### config.mk
export PLATFORM = sky130hd
export DESIGN_NAME = best_fit_block_allocator_core_flat
export DESIGN_NICKNAME = d
export VERILOG_FILES = /design/src/design/bfa_pkg.sv /design/src/design/bfa_item_if.sv /design/src/design/bfa_result_if.sv /design/src/design/bfa_cfg_if.sv /design/src/design/best_fit_block_allocator_core.sv /design/src/design/bfa_ctrl.sv /design/src/design/bfa_datapath.sv /design/src/flat_wrapper.sv
export SDC_FILE = /design/constraint.sdc
export NUM_CORES = 1
export LEC_CHECK = 0
export BUFFER_PORTS_ARGS = -buffer_cell sky130_fd_sc_hd__buf_4
export CAP_MARGIN = 10
export CORE_UTILIZATION = 56
export CTS_CLUSTER_SIZE = 20
export DETAILED_ROUTE_END_ITERATION = 7
export HOLD_SLACK_MARGIN = 0.05
export PLACE_DENSITY = 0.76
export REMOVE_ABC_BUFFERS = 1
export SYNTH_ARGS = -nofsm -noshare
export SYNTH_HDL_FRONTEND = slang
export SYNTH_HIERARCHICAL = 1
export SYNTH_SLANG_ARGS = --single-unit
export TNS_END_PERCENT = 50
### constraint.sdc
create_clock -name clk_i -period 3.8 [get_ports clk_i]
set_clock_uncertainty 0.15 [all_clocks]
set_input_delay 0 -clock clk_i [delete_from_list [all_inputs] [get_ports clk_i]]
set_output_delay 0 -clock clk_i [all_outputs]
set_load 0.01 [all_outputs]
### src/design/bfa_pkg.sv
// Package for the best-fit block allocator.
// Field widths, reset values, opcodes and controller/datapath structs.
// No dependencies.
package bfa_pkg;

  localparam int OpcodeW   = 1;
  localparam int BlockNumW = 4;
  localparam int AmountW   = 16;
  localparam int LeftoverW = 16;
  localparam int CfgW      = 5;

  localparam logic [CfgW-1:0] CfgReset = 5'd16;

  localparam int MaxBlocksDefault = 16;
  localparam int SizeBitsDefault  = 16;

  typedef enum logic [OpcodeW-1:0] {
    OP_LOAD    = 1'b0,
    OP_REQUEST = 1'b1
  } opcode_e;

  typedef struct packed {
    logic load;
    logic start;
    logic read;
    logic commit;
  } bfa_cmd_t;

  typedef struct packed {
    logic n_zero;
    logic scan_last;
    logic out_free;
  } bfa_status_t;

endpackage

### src/design/bfa_item_if.sv
// Input item channel of the best-fit block allocator.
// Depends on bfa_pkg.
interface bfa_item_if import bfa_pkg::*; ();
  logic                 valid;
  logic                 ready;
  logic [OpcodeW-1:0]   opcode;
  logic [BlockNumW-1:0] block_number;
  logic [AmountW-1:0]   amount;

  modport source (output valid, output opcode, output block_number, output amount,
                  input ready);
  modport sink   (input valid, input opcode, input block_number, input amount,
                  output ready);
endinterface

### src/design/bfa_result_if.sv
// Result channel of the best-fit block allocator.
// Depends on bfa_pkg.
interface bfa_result_if import bfa_pkg::*; ();
  logic                 valid;
  logic                 ready;
  logic                 granted;
  logic [BlockNumW-1:0] chosen_block;
  logic [LeftoverW-1:0] leftover;

  modport source (output valid, output granted, output chosen_block, output leftover,
                  input ready);
  modport sink   (input valid, input granted, input chosen_block, input leftover,
                  output ready);
endinterface

### src/design/bfa_cfg_if.sv
// Configuration write channel (blocks_in_use register).
// Depends on bfa_pkg.
interface bfa_cfg_if import bfa_pkg::*; ();
  logic            valid;
  logic            ready;
  logic [CfgW-1:0] blocks_in_use;

  modport source (output valid, output blocks_in_use, input ready);
  modport sink   (input valid, input blocks_in_use, output ready);
endinterface

### src/design/best_fit_block_allocator_core.sv
// Top level of the best-fit block allocator: controller plus datapath.
// Depends on bfa_pkg, bfa_item_if, bfa_result_if, bfa_cfg_if, bfa_ctrl, bfa_datapath.
//
//   channel   dir  payload                               transaction
//   item_i    in   opcode, block_number, amount          valid & ready
//   result_o  out  granted, chosen_block, leftover       valid & ready
//   cfg_i     in   blocks_in_use                         valid & ready (always ready)
//
// A load gives no result. A request is accepted, scans n blocks, drains
// and commits, n = min(blocks_in_use, MAX_BLOCKS): the size memory is read one
// block per cycle through its single registered read port during the scan.
// With n = 0 there is no scan and no drain: accept is followed by commit.
// Reset clears all taken flags and sets blocks_in_use to 16; sizes are unset.
// The result register lets a new item be accepted while a result waits;
// a request's commit waits until that register is free.
module best_fit_block_allocator_core import bfa_pkg::*; #(
  parameter int MAX_BLOCKS = MaxBlocksDefault,
  parameter int SIZE_BITS  = SizeBitsDefault
) (
  input  logic         clk_i,
  input  logic         rst_ni,
  bfa_item_if.sink     item_i,
  bfa_result_if.source result_o,
  bfa_cfg_if.sink      cfg_i
);

  bfa_cmd_t    cmd;
  bfa_status_t status;
  logic        ready;

  assign item_i.ready = ready;

  bfa_ctrl u_ctrl (
    .clk_i         (clk_i),
    .rst_ni        (rst_ni),
    .item_valid_i  (item_i.valid),
    .item_is_req_i (item_i.opcode == OP_REQUEST),
    .item_ready_o  (ready),
    .status_i      (status),
    .cmd_o         (cmd)
  );

  bfa_datapath #(
    .MAX_BLOCKS (MAX_BLOCKS),
    .SIZE_BITS  (SIZE_BITS)
  ) u_datapath (
    .clk_i          (clk_i),
    .rst_ni         (rst_ni),
    .block_number_i (item_i.block_number),
    .amount_i       (item_i.amount),
    .cmd_i          (cmd),
    .status_o       (status),
    .cfg_i          (cfg_i),
    .result_o       (result_o)
  );

endmodule

### src/design/bfa_ctrl.sv
// Controller state machine of the best-fit block allocator.
// Sequences load, scan, drain and commit; depends on bfa_pkg.
module bfa_ctrl import bfa_pkg::*; (
  input  logic        clk_i,
  input  logic        rst_ni,
  input  logic        item_valid_i,
  input  logic        item_is_req_i,
  output logic        item_ready_o,
  input  bfa_status_t status_i,
  output bfa_cmd_t    cmd_o
);

  typedef enum logic [1:0] {
    S_IDLE,
    S_SCAN,
    S_DRAIN,
    S_FINISH
  } state_e;

  state_e state_q, state_d;
  logic   ready_q;
  logic   accept;

  assign accept       = ready_q & item_valid_i;
  assign item_ready_o = ready_q;

  always_comb begin
    state_d = state_q;
    cmd_o   = '0;
    unique case (state_q)
      S_IDLE: begin
        if (accept) begin
          if (item_is_req_i) begin
            cmd_o.start = 1'b1;
            state_d     = status_i.n_zero ? S_FINISH : S_SCAN;
          end else begin
            cmd_o.load = 1'b1;
          end
        end
      end
      S_SCAN: begin
        cmd_o.read = 1'b1;
        if (status_i.scan_last) begin
          state_d = S_DRAIN;
        end
      end
      S_DRAIN: begin
        state_d = S_FINISH;
      end
      S_FINISH: begin
        if (status_i.out_free) begin
          cmd_o.commit = 1'b1;
          state_d      = S_IDLE;
        end
      end
      default: state_d = S_IDLE;
    endcase
  end

  always_ff @(posedge clk_i or negedge rst_ni) begin
    if (!rst_ni) begin
      state_q <= S_IDLE;
      ready_q <= 1'b1;
    end else begin
      state_q <= state_d;
      ready_q <= (state_d == S_IDLE);
    end
  end

endmodule

### src/design/bfa_datapath.sv
// Datapath of the best-fit block allocator: size memory, taken flags,
// scan/compare stage, config register and result register. Depends on bfa_pkg.
module bfa_datapath import bfa_pkg::*; #(
  parameter int MAX_BLOCKS = MaxBlocksDefault,
  parameter int SIZE_BITS  = SizeBitsDefault
) (
  input  logic                 clk_i,
  input  logic                 rst_ni,
  input  logic [BlockNumW-1:0] block_number_i,
  input  logic [AmountW-1:0]   amount_i,
  input  bfa_cmd_t             cmd_i,
  output bfa_status_t          status_o,
  bfa_cfg_if.sink              cfg_i,
  bfa_result_if.source         result_o
);

  localparam int IdxW = (MAX_BLOCKS > 1) ? $clog2(MAX_BLOCKS) : 1;
  localparam int CntW = $clog2(MAX_BLOCKS + 1);

  logic [SIZE_BITS-1:0]  mem [MAX_BLOCKS];
  logic [MAX_BLOCKS-1:0] taken_q;

  logic [CfgW-1:0]      cfg_q;
  logic [CntW-1:0]      n_active;
  logic [CntW-1:0]      n_q;
  logic [SIZE_BITS-1:0] amt_q;
  logic [IdxW-1:0]      idx_q;

  logic                 cmp_v_q;
  logic [IdxW-1:0]      cmp_idx_q;
  logic [SIZE_BITS-1:0] rd_data_q;

  logic                 found_q;
  logic [IdxW-1:0]      best_idx_q;
  logic [SIZE_BITS-1:0] best_left_q;

  logic                 out_valid_q;
  logic                 out_granted_q;
  logic [BlockNumW-1:0] out_block_q;
  logic [LeftoverW-1:0] out_left_q;

  logic                 load_ok;
  logic [IdxW-1:0]      load_addr;
  logic [SIZE_BITS-1:0] cand_left;
  logic                 fits;
  logic                 better;

  always_comb begin
    if (32'(cfg_q) > 32'(MAX_BLOCKS)) begin
      n_active = CntW'(MAX_BLOCKS);
    end else begin
      n_active = CntW'(cfg_q);
    end
  end

  assign load_ok   = cmd_i.load && (32'(block_number_i) < 32'(MAX_BLOCKS));
  assign load_addr = IdxW'(block_number_i);

  assign cand_left = rd_data_q - amt_q;
  assign fits      = cmp_v_q && !taken_q[cmp_idx_q] && (rd_data_q >= amt_q);
  assign better    = fits && (!found_q || (cand_left < best_left_q));

  assign status_o.n_zero    = (n_active == '0);
  assign status_o.scan_last = (CntW'(idx_q) == (n_q - CntW'(1)));
  assign status_o.out_free  = !out_valid_q || result_o.ready;

  assign cfg_i.ready = 1'b1;

  assign result_o.valid        = out_valid_q;
  assign result_o.granted      = out_granted_q;
  assign result_o.chosen_block = out_block_q;
  assign result_o.leftover     = out_left_q;

  // Size memory: one write port (load), one registered read port (scan).
  always_ff @(posedge clk_i) begin
    if (load_ok) begin
      mem[load_addr] <= SIZE_BITS'(amount_i);
    end
    if (cmd_i.read) begin
      rd_data_q <= mem[idx_q];
    end
  end

  always_ff @(posedge clk_i) begin
    if (cmd_i.start) begin
      amt_q <= SIZE_BITS'(amount_i);
      n_q   <= n_active;
    end
    if (cmd_i.read) begin
      cmp_idx_q <= idx_q;
    end
    if (cmd_i.start) begin
      best_idx_q  <= '0;
      best_left_q <= '0;
    end else if (better) begin
      best_idx_q  <= cmp_idx_q;
      best_left_q <= cand_left;
    end
    if (cmd_i.commit) begin
      out_granted_q <= found_q;
      out_block_q   <= BlockNumW'(best_idx_q);
      out_left_q    <= LeftoverW'(best_left_q);
    end
  end

  always_ff @(posedge clk_i or negedge rst_ni) begin
    if (!rst_ni) begin
      cfg_q       <= CfgReset;
      taken_q     <= '0;
      idx_q       <= '0;
      cmp_v_q     <= 1'b0;
      found_q     <= 1'b0;
      out_valid_q <= 1'b0;
    end else begin
      if (cfg_i.valid) begin
        cfg_q <= cfg_i.blocks_in_use;
      end
      if (load_ok) begin
        taken_q[load_addr] <= 1'b0;
      end else if (cmd_i.commit && found_q) begin
        taken_q[best_idx_q] <= 1'b1;
      end
      if (cmd_i.start) begin
        idx_q <= '0;
      end else if (cmd_i.read) begin
        idx_q <= idx_q + IdxW'(1);
      end
      cmp_v_q <= cmd_i.read;
      if (cmd_i.start) begin
        found_q <= 1'b0;
      end else if (better) begin
        found_q <= 1'b1;
      end
      if (cmd_i.commit) begin
        out_valid_q <= 1'b1;
      end else if (result_o.ready) begin
        out_valid_q <= 1'b0;
      end
    end
  end

endmodule
### src/flat_wrapper.sv
// flat-port wrapper written by rule: the top's interface ports become plain ports
module best_fit_block_allocator_core_flat import bfa_pkg::*;
#(
  parameter int MAX_BLOCKS = MaxBlocksDefault,
  parameter int SIZE_BITS  = SizeBitsDefault
)
  (clk_i, rst_ni, item_i_valid, item_i_opcode, item_i_block_number, item_i_amount, item_i_ready, result_o_valid, result_o_granted, result_o_chosen_block, result_o_leftover, result_o_ready, cfg_i_valid, cfg_i_blocks_in_use, cfg_i_ready);
  bfa_item_if item_i_i ();
  bfa_result_if result_o_i ();
  bfa_cfg_if cfg_i_i ();
  input  logic clk_i;
  input  logic rst_ni;
  input wire logic [$bits(item_i_i.valid)-1:0] item_i_valid;
  input wire logic [$bits(item_i_i.opcode)-1:0] item_i_opcode;
  input wire logic [$bits(item_i_i.block_number)-1:0] item_i_block_number;
  input wire logic [$bits(item_i_i.amount)-1:0] item_i_amount;
  output wire logic [$bits(item_i_i.ready)-1:0] item_i_ready;
  output wire logic [$bits(result_o_i.valid)-1:0] result_o_valid;
  output wire logic [$bits(result_o_i.granted)-1:0] result_o_granted;
  output wire logic [$bits(result_o_i.chosen_block)-1:0] result_o_chosen_block;
  output wire logic [$bits(result_o_i.leftover)-1:0] result_o_leftover;
  input wire logic [$bits(result_o_i.ready)-1:0] result_o_ready;
  input wire logic [$bits(cfg_i_i.valid)-1:0] cfg_i_valid;
  input wire logic [$bits(cfg_i_i.blocks_in_use)-1:0] cfg_i_blocks_in_use;
  output wire logic [$bits(cfg_i_i.ready)-1:0] cfg_i_ready;
  assign item_i_i.valid = item_i_valid;
  assign item_i_i.opcode = item_i_opcode;
  assign item_i_i.block_number = item_i_block_number;
  assign item_i_i.amount = item_i_amount;
  assign item_i_ready = item_i_i.ready;
  assign result_o_valid = result_o_i.valid;
  assign result_o_granted = result_o_i.granted;
  assign result_o_chosen_block = result_o_i.chosen_block;
  assign result_o_leftover = result_o_i.leftover;
  assign result_o_i.ready = result_o_ready;
  assign cfg_i_i.valid = cfg_i_valid;
  assign cfg_i_i.blocks_in_use = cfg_i_blocks_in_use;
  assign cfg_i_ready = cfg_i_i.ready;
  best_fit_block_allocator_core #(.MAX_BLOCKS(MAX_BLOCKS), .SIZE_BITS(SIZE_BITS)) u_core (.clk_i(clk_i), .rst_ni(rst_ni), .item_i(item_i_i), .result_o(result_o_i), .cfg_i(cfg_i_i));
endmodule
==> results.tsv, run 1 <==
metric	value	unit
fill cell count	1768	
GPL Wtd Cong	0.871	
core area	26900	um2
Max transition margin	51.9	%
Worst-Skew Late Latency	0.54	ns
setup ws final	0.151	ns
area growth from synthesis to layout	17.8	%
status	finished, final reports clean	
adder-cell area share of the yosys netlist	2.83	%
Unique masters post-synth	72	
largest area contributor in the netlist	edfxtp_1	
Avg Inst Size Synth	17.5	um2
top post-synthesis cells by area	edfxtp_1 62%, mux4_2 12%, dfrtp_1 4.7%	
Compound-Gate Fraction of Synth Area	5.91	%
mux cell area share after synthesis	13.1	%
Routed WL	32.0	mm
post-synthesis cell count	876	
ys async rst share	8.40	%
Seq/Total Area, Yosys	70.1	%
row count	60	
Initial Utilization	56.9	%
Crit path required time	4.03	ns
Routed wire per std cell	23.4	um
vias in the first global route	8332	
Final period util	96.0	%
HPWL after detailed placement	19.0	mm
I/O pin cnt	55	
root buf cell	clkbuf_16	
Fin Hold WS	0.151	ns
H-tree levels	2	
clock-pin slew on the worst setup and hold paths	0.06	ns
Die Area	28000	um2
GRT Total Usage	23.7	%
CP max FO	7	
Worst VDD drop	591	uV
Post-synth EDFFs	318	
nature of the critical path endpoint	flop	
ANT cells	0	
post-route ant nets	0	
Die Y	167	um
worst-margin pin slew	0.718	ns
pin count of the biggest net entering global routing	70	
nets	1063	
simple-gate share of the synthesized area	4.60	%
leakage	6.27	nW
Max Slew Vio Count	0	
Worst Path Class, Setup	flop to flop	
top-area cell type share of the netlist area	62.4	%
XOR/XNOR Fraction of Synth Area	1.09	%
Worst Path Arrival	3.88	ns
largest family of logic cells by synthesized area	multiplexers	
share of cells above drive strength 1	26.9	%
initial antenna violation count	0	
Max Root-Sink Buffers	3	
initial drt markers	824	
Vias	8360	
Die W	167	um
Setup Viol. Count Final	0	
CTS buffer count	37	
# DRC	0	
synth cell count leaders	318 x edfxtp_1, 80 x mux4_2, 40 x inv_1	
Power Dens Cells	757	nW/um2
dominant synthesized flop cell	edfxtp_1	
fin crit period	3.65	ns
CTS Sinks	369	
synth warn	6	
pre-CTS setup slack	0.0476	ns
CP Launch Type	flop	
first-pass GRT wire length	49.1	mm
Worst Hold Class	input pin to flop	
final hold vios	0	
max-cap violations	0	
max frequency	274	MHz
Vias per Instance	6.11	
CTS tree	yes	
count leader, synth	edfxtp_1	
Port Buffer Count	53	
gr ovfl total	0	
Seq cells post-synth	369	
Post-Syn Area	15300	um2
drt pass-1 iters	5	
critical path, stage by stage, from the launching register on:
cell and delay [ns]:
edfxtp_1 0.37, inv_1 0.06, ha_1 0.15, inv_1 0.05, fa_2 0.36, a21o_1 0.20
a31o_2 0.24, a21oi_1 0.17, xnor2_1 0.18, ha_1 0.27, and2_1 0.15, a221oi_1 0.27
o21ai_1 0.15, a21o_1 0.25, buf_4 0.16, nor2_4 0.22, a211oi_2 0.10
state kept, by name (all words and copies together) (netlist names):
| name | flops |
|---|---|
| u_core/u_datapath/taken_q | 16 |
| u_core/u_datapath/cmp_idx_q | 4 |
| u_core/u_datapath/found_q | 1 |
| u_core/u_datapath/result_o.valid | 1 |
| u_core/u_datapath/amt_q | 16 |
| u_core/u_datapath/best_left_q | 16 |
| u_core/u_datapath/n_q | 5 |
| u_core/u_datapath/idx_q | 4 |
| u_core/u_datapath/rd_data_q | 16 |
| u_core/u_datapath/result_o.granted | 1 |
| u_core/u_datapath/cmp_v_q | 1 |
| u_core/u_ctrl/state_q | 2 |
| u_core/u_datapath/result_o.chosen_block | 4 |
| u_core/u_datapath/best_idx_q | 4 |
| u_core/u_ctrl/item_ready_o | 1 |
| u_core/u_datapath/result_o.leftover | 16 |
| u_core/u_datapath/mem | 256 |
| u_core/u_datapath/cfg_q | 5 |
layout by cell type (no fill, tap or decap), types with 6 or more instances in the layout:
cell / n
dfxtp_1: 20
a211oi_1: 7
edfxtp_1: 318
clkbuf_16: 38
o21ai_0: 33
nand2b_1: 10
buf_4: 79
a21oi_1: 35
dlygate4sd3_1: 37
dfrtp_1: 27
nand2_1: 35
o21ai_1: 11
inv_1: 40
clkinvlp_4: 9
nand4_1: 8
nor3_2: 7
mux4_2: 80
a21o_1: 10
xnor2_1: 12
nor2b_1: 8
xor2_1: 7
nor2_1: 28
mux2_2: 6
buf_12: 8
ha_1: 31
nand3_1: 16
logic make-up (layout without fill, tap and decap cells):
family                     after synthesis  in the layout
AOI/OAI and AO/OA                      138            138
xor gates and xnor gates                19             19
adders and majority gates               34             34
buffers and inverters                   83            234
DFF                                    369            369
muxes                                   93             93
other                                    1              1
and+or+nand+nor                        139            139
layer usage:
| metal | part of all wire [%] | track usage, % | wire [um] |
|---|---|---|---|
| met1 | 42 | 32.6 | 13300 |
| met2 | 50 | 39.8 | 16100 |
| met3 | 5.9 | 3.66 | 1890 |
| met4 | 2.2 | 6.50 | 720 |
| met5 | 0 | 0 | 0 |
where the power goes:
part / switching [W] / total [W] / leakage [nW] / internal [W]
registers: 0.000327 / 0.00523 / 3.42 / 0.00491
logic: 0.00249 / 0.00473 / 2.25 / 0.00224
clock network: 0.00157 / 0.00368 / 0.590 / 0.00211
cell type report:
type	instances	area, um2	share of cell area, %
Tap cell	341	427	2.37
Multi-Input combinational cell	424	4300	23.9
Inverter	40	150	0.834
Sequential cell	369	10700	59.6
Clock inverter	26	269	1.49
Timing Repair Buffer	126	1150	6.36
Clock buffer	42	986	5.47
final timing paths:
kind                                                                     start                                                 to  slack, ns  cells after the start
worst max-delay path                  u_core/u_datapath/rd_data_q[0]$_DFFE_PP_      u_core/u_datapath/best_left_q[0]$_SDFFE_PP0P_       0.15                     16
worst min register to register  u_core/u_datapath/best_left_q[13]$_SDFFE_PP0P_  u_core/u_datapath/result_o.leftover[13]$_DFFE_PP_       0.28                      0
worst min-delay path                                               cfg_i_valid             u_core/u_datapath/cfg_q[1]$_DFFE_PN0P_       0.15                      3
worst max register to register        u_core/u_datapath/rd_data_q[0]$_DFFE_PP_      u_core/u_datapath/best_left_q[0]$_SDFFE_PP0P_       0.15                     16
max in group asynchronous                                               rst_ni             u_core/u_datapath/idx_q[0]$_DFFE_PN0P_       2.90                      4
min in group asynchronous                                               rst_ni               u_core/u_ctrl/item_ready_o$_DFF_PN1_       0.40                      3
metrics by stage:
step	utilization (%)	setup TNS, ns	cell area (um2)	power (W)	instances
6_report	67.0	0	18000	0.0136	1368
5_1_grt	67.0	-0.00171	18000	0.0143	1368
4_1_cts	66.7	0	17900	0.0135	1365
3_5_place_dp	60.6	0	16300	0.00975	1259
3_3_place_gp	60.6	0	16300	0.00964	1259
2_1_floorplan	-	-7.48	15100	0.00849	833
timing repair:
action	4_1_cts	5_1_grt
resized for setup	1	13
endpoints found under the hold margin	430	0
cloned	0	1
setup endpoints to repair	1	19
setup buffers	0	2
pin swaps	0	5
hold buffers	38	0
Note: power is estimated with default switching activity, not from simulation.
==> inputs of run 2 (changes only) <==
--- a/config.mk
+++ b/config.mk
@@ -12,7 +12,6 @@
 export DETAILED_ROUTE_END_ITERATION = 7
 export HOLD_SLACK_MARGIN = 0.05
 export PLACE_DENSITY = 0.76
-export REMOVE_ABC_BUFFERS = 1
 export SYNTH_ARGS = -nofsm -noshare
 export SYNTH_HDL_FRONTEND = slang
 export SYNTH_HIERARCHICAL = 1
==> run 2 against run 1 <==
Compared with the run above:
- power is 1.7% higher
- critical path depth is 1 lower
- wire length is 4.6% higher
- sequential share of layout area is 0.054 points higher
- largest power group unchanged
- combinational power is 0.8% lower
- flip-flop and latch count stayed put
- worst hold slack worse by 0.0021 ns
- cell area hardly changed
- cell count hardly changed
- global-route usage is 0.79 points higher
- via count is 1.7% higher
==> results.tsv, run 2 (same netlist as run 1, synthesis figures left out) <==
metric	value	unit	change
Multi-input gate area	4280	um2	was 4300 um2
GRT met1 Usage	33.7	%	was 32.6%
Worst-Skew Late Latency	0.54	ns	about the same
nets	1064		was 1063
Vias	8506		was 8360
M3 GR Usage	4.07	%	was 3.66%
Setup Viol. Count Final	0		unchanged
most used cell, CP	a21oi_1		
max reg flops	256		unchanged
I/O pin cnt	55		unchanged
gr ovfl total	0		unchanged
area growth from synthesis to layout	17.7	%	was 17.8%
core area	26900	um2	unchanged
gr busiest metal	met2		unchanged
Worst Path Arrival	3.97	ns	was 3.88 ns
GR Layer Usage met2	39.3	%	was 39.8%
Worst Path Class, Setup	flop to flop		unchanged
CP Launch Type	flop		unchanged
Crit path required time	4.07	ns	was 4.03 ns
cell family with most CP delay	compound AO/OA/AOI/OAI gates		unchanged
CTS Sinks	369		unchanged
final hold vios	0		unchanged
row count	60		unchanged
register area	10700	um2	unchanged
Biggest register	u_core/u_datapath/mem		unchanged
CTS tree	yes		unchanged
Vias per Instance	6.22		was 6.11
Worst Hold Class	input pin to flop		unchanged
most common cell after layout, fill and taps aside	edfxtp_1		unchanged
first-pass GRT wire length	50.5	mm	was 49.1 mm
leakage	6.31	nW	was 6.27 nW
Routed WL	33.5	mm	was 32.0 mm
Die Y	167	um	unchanged
CP max FO	7		unchanged
pre-CTS setup slack	0.0683	ns	was 0.0476 ns
DP Area	16200	um2	was 16300 um2
Non-Filler Instances	1367		was 1368
Die Area	28000	um2	unchanged
fin crit period	3.70	ns	was 3.65 ns
Routed wire per std cell	24.5	um	was 23.4 um
root buf cell	clkbuf_16		unchanged
Total Neg Setup Slack	0	ns	unchanged
WP buf/inv	2		was 3
Power Dens Cells	771	nW/um2	was 757 nW/um2
FF-to-FF setup slack	0.1	ns	was 0.15 ns
initial antenna violation count	1		was 0
vias in the first global route	8500		was 8332
status	finished, final reports clean		unchanged
Final period util	97.5	%	was 96.0%
Initial Utilization	56.9	%	unchanged
# DRC	0		unchanged
Max Root-Sink Buffers	3		unchanged
Max Slew Vio Count	0		unchanged
slowest stage delay, CP	0.47	ns	was 0.37 ns
initial drt markers	736		was 824
final instance area	18000	um2	about the same
clock-pin slew on the worst setup and hold paths	0.06	ns	about the same
GRT Total Usage	24.5	%	was 23.7%
total nets after synthesis	941		
CTS buffer count	38		was 37
worst-margin pin slew	0.706	ns	was 0.718 ns
HPWL after detailed placement	18.3	mm	was 19.0 mm
setup ws final	0.0951	ns	was 0.151 ns
fin util	67.0	%	about the same
dpl cells	1258		was 1259
CP max stage cell	a311oi_1		was edfxtp_1
nature of the critical path endpoint	flop		unchanged
share of cells above drive strength 1	25.5	%	was 26.9%
Worst VDD drop	561	uV	was 591 uV
H-tree levels	2		unchanged
Max transition margin	52.9	%	was 51.9%
Cell Chain, Critical Path	inv_1, ha_2, a21oi_1, o22ai_1, o21ba_2, a31oi_1, a311oi_1, ha_1, a21oi_1, o21ai_0, o2bb2ai_2, a21oi_2, buf_4, a211oi_2, a41o_1		was inv_1, ha_1, inv_1, fa_2, a21o_1, a31o_2, a21oi_1, xnor2_1, ha_1, and2_1, a221oi_1, o21ai_1, a21o_1, buf_4, nor2_4, a211oi_2
highest-count cells in the layout ignoring fill and taps	318 x edfxtp_1, 82 x buf_4, 80 x mux4_2, 40 x inv_1		was 318 x edfxtp_1, 80 x mux4_2, 79 x buf_4, 40 x inv_1, 38 x clkbuf_16
post-route ant nets	0		unchanged
pin count of the biggest net entering global routing	50		was 70
max frequency	270	MHz	was 274 MHz
fill cell count	1777		was 1768
drt pass-1 iters	6		was 5
Die W	167	um	unchanged
max-cap violations	0		unchanged
unrepaired setup endpoints after global routing	no		
GPL Wtd Cong	0.859		was 0.871
Port Buffer Count	53		unchanged
-- run 2: cell types whose count changed in the layout (fill, tap and decap cells not counted), sizes merged --
cell / before / now
inv: 44 / 43
clkinvlp: 9 / 1
clkbuf: 42 / 44
bufinv: 3 / 8
diode: 0 / 1
buf: 88 / 87
clkdlybuf4s15: 1 / 0
dlygate4sd3: 37 / 39
-- run 2: repair_timing --
| item | 4_1_cts | 5_1_grt |
|---|---|---|
| resized for setup | 0 | 14 |
| hold endpoints to repair | 429 | 0 |
| setup buffers | 0 | 1 |
| hold buffers | 40 | 0 |
| setup endpoints to repair | 0 | 20 |
-- run 2: worst min-delay path, stage by stage --
cell and delay, ns:
dlygate4sd3_1 0.53, buf_4 0.09, nand2b_1 0.12, nand2b_1 0.06
-- run 2: path summary, 6_finish.rpt --
path,end,cells past startpoint,start
hold / removal,u_core/u_datapath/result_o.valid$_DFFE_PN0P_,4,result_o_ready
hold reg to reg,u_core/u_datapath/result_o.leftover[12]$_DFFE_PP_,0,u_core/u_datapath/best_left_q[12]$_SDFFE_PP0P_
max in group asynchronous,u_core/u_datapath/idx_q[0]$_DFFE_PN0P_,4,rst_ni
min in group asynchronous,u_core/u_ctrl/item_ready_o$_DFF_PN1_,3,rst_ni
setup / recovery,u_core/u_datapath/best_left_q[15]$_SDFFE_PP0P_,15,u_core/u_datapath/amt_q[4]$_DFFE_PP_
setup reg to reg,u_core/u_datapath/best_left_q[15]$_SDFFE_PP0P_,15,u_core/u_datapath/amt_q[4]$_DFFE_PP_
-- run 2: through the flow --
| step | hold WS [ns] | total power, W |
|---|---|---|
| floorplan | -0.446 | 0.00856 |
| global placement | -0.196 | 0.00963 |
| finish | 0.149 | 0.0139 |
| CTS | 0.129 | 0.0138 |
| global route | 0.173 | 0.0146 |
| detailed placement | -0.194 | 0.00972 |
-- run 2: metal layers --
| metal | share of wire, % | wire, um | vias to the layer above |
|---|---|---|---|
| met4 | 3.6 | 1220 | 0 |
| met5 | 0 | 0 | - |
| met2 | 49 | 16300 | 366 |
| li1 | - | - | 3724 |
| met1 | 41 | 13600 | 4339 |
| met3 | 7.0 | 2360 | 77 |
-- run 2: where the power goes --
part,total [W],switching (W),internal [W]
Combinational,0.00469,0.00250,0.00219
Clock,0.00395,0.00152,0.00243
Sequential,0.00524,0.000333,0.00491
-- run 2: cell type report --
class	instances	share of cell area, %
Tap cell	341	2.37
Clock buffer	44	5.53
Clock inverter	22	1.85
Sequential cell	369	59.6
Inverter	40	0.834
Timing Repair Buffer	126	6.01
Multi-Input combinational cell	424	23.8
Antenna cell	1	0.0139
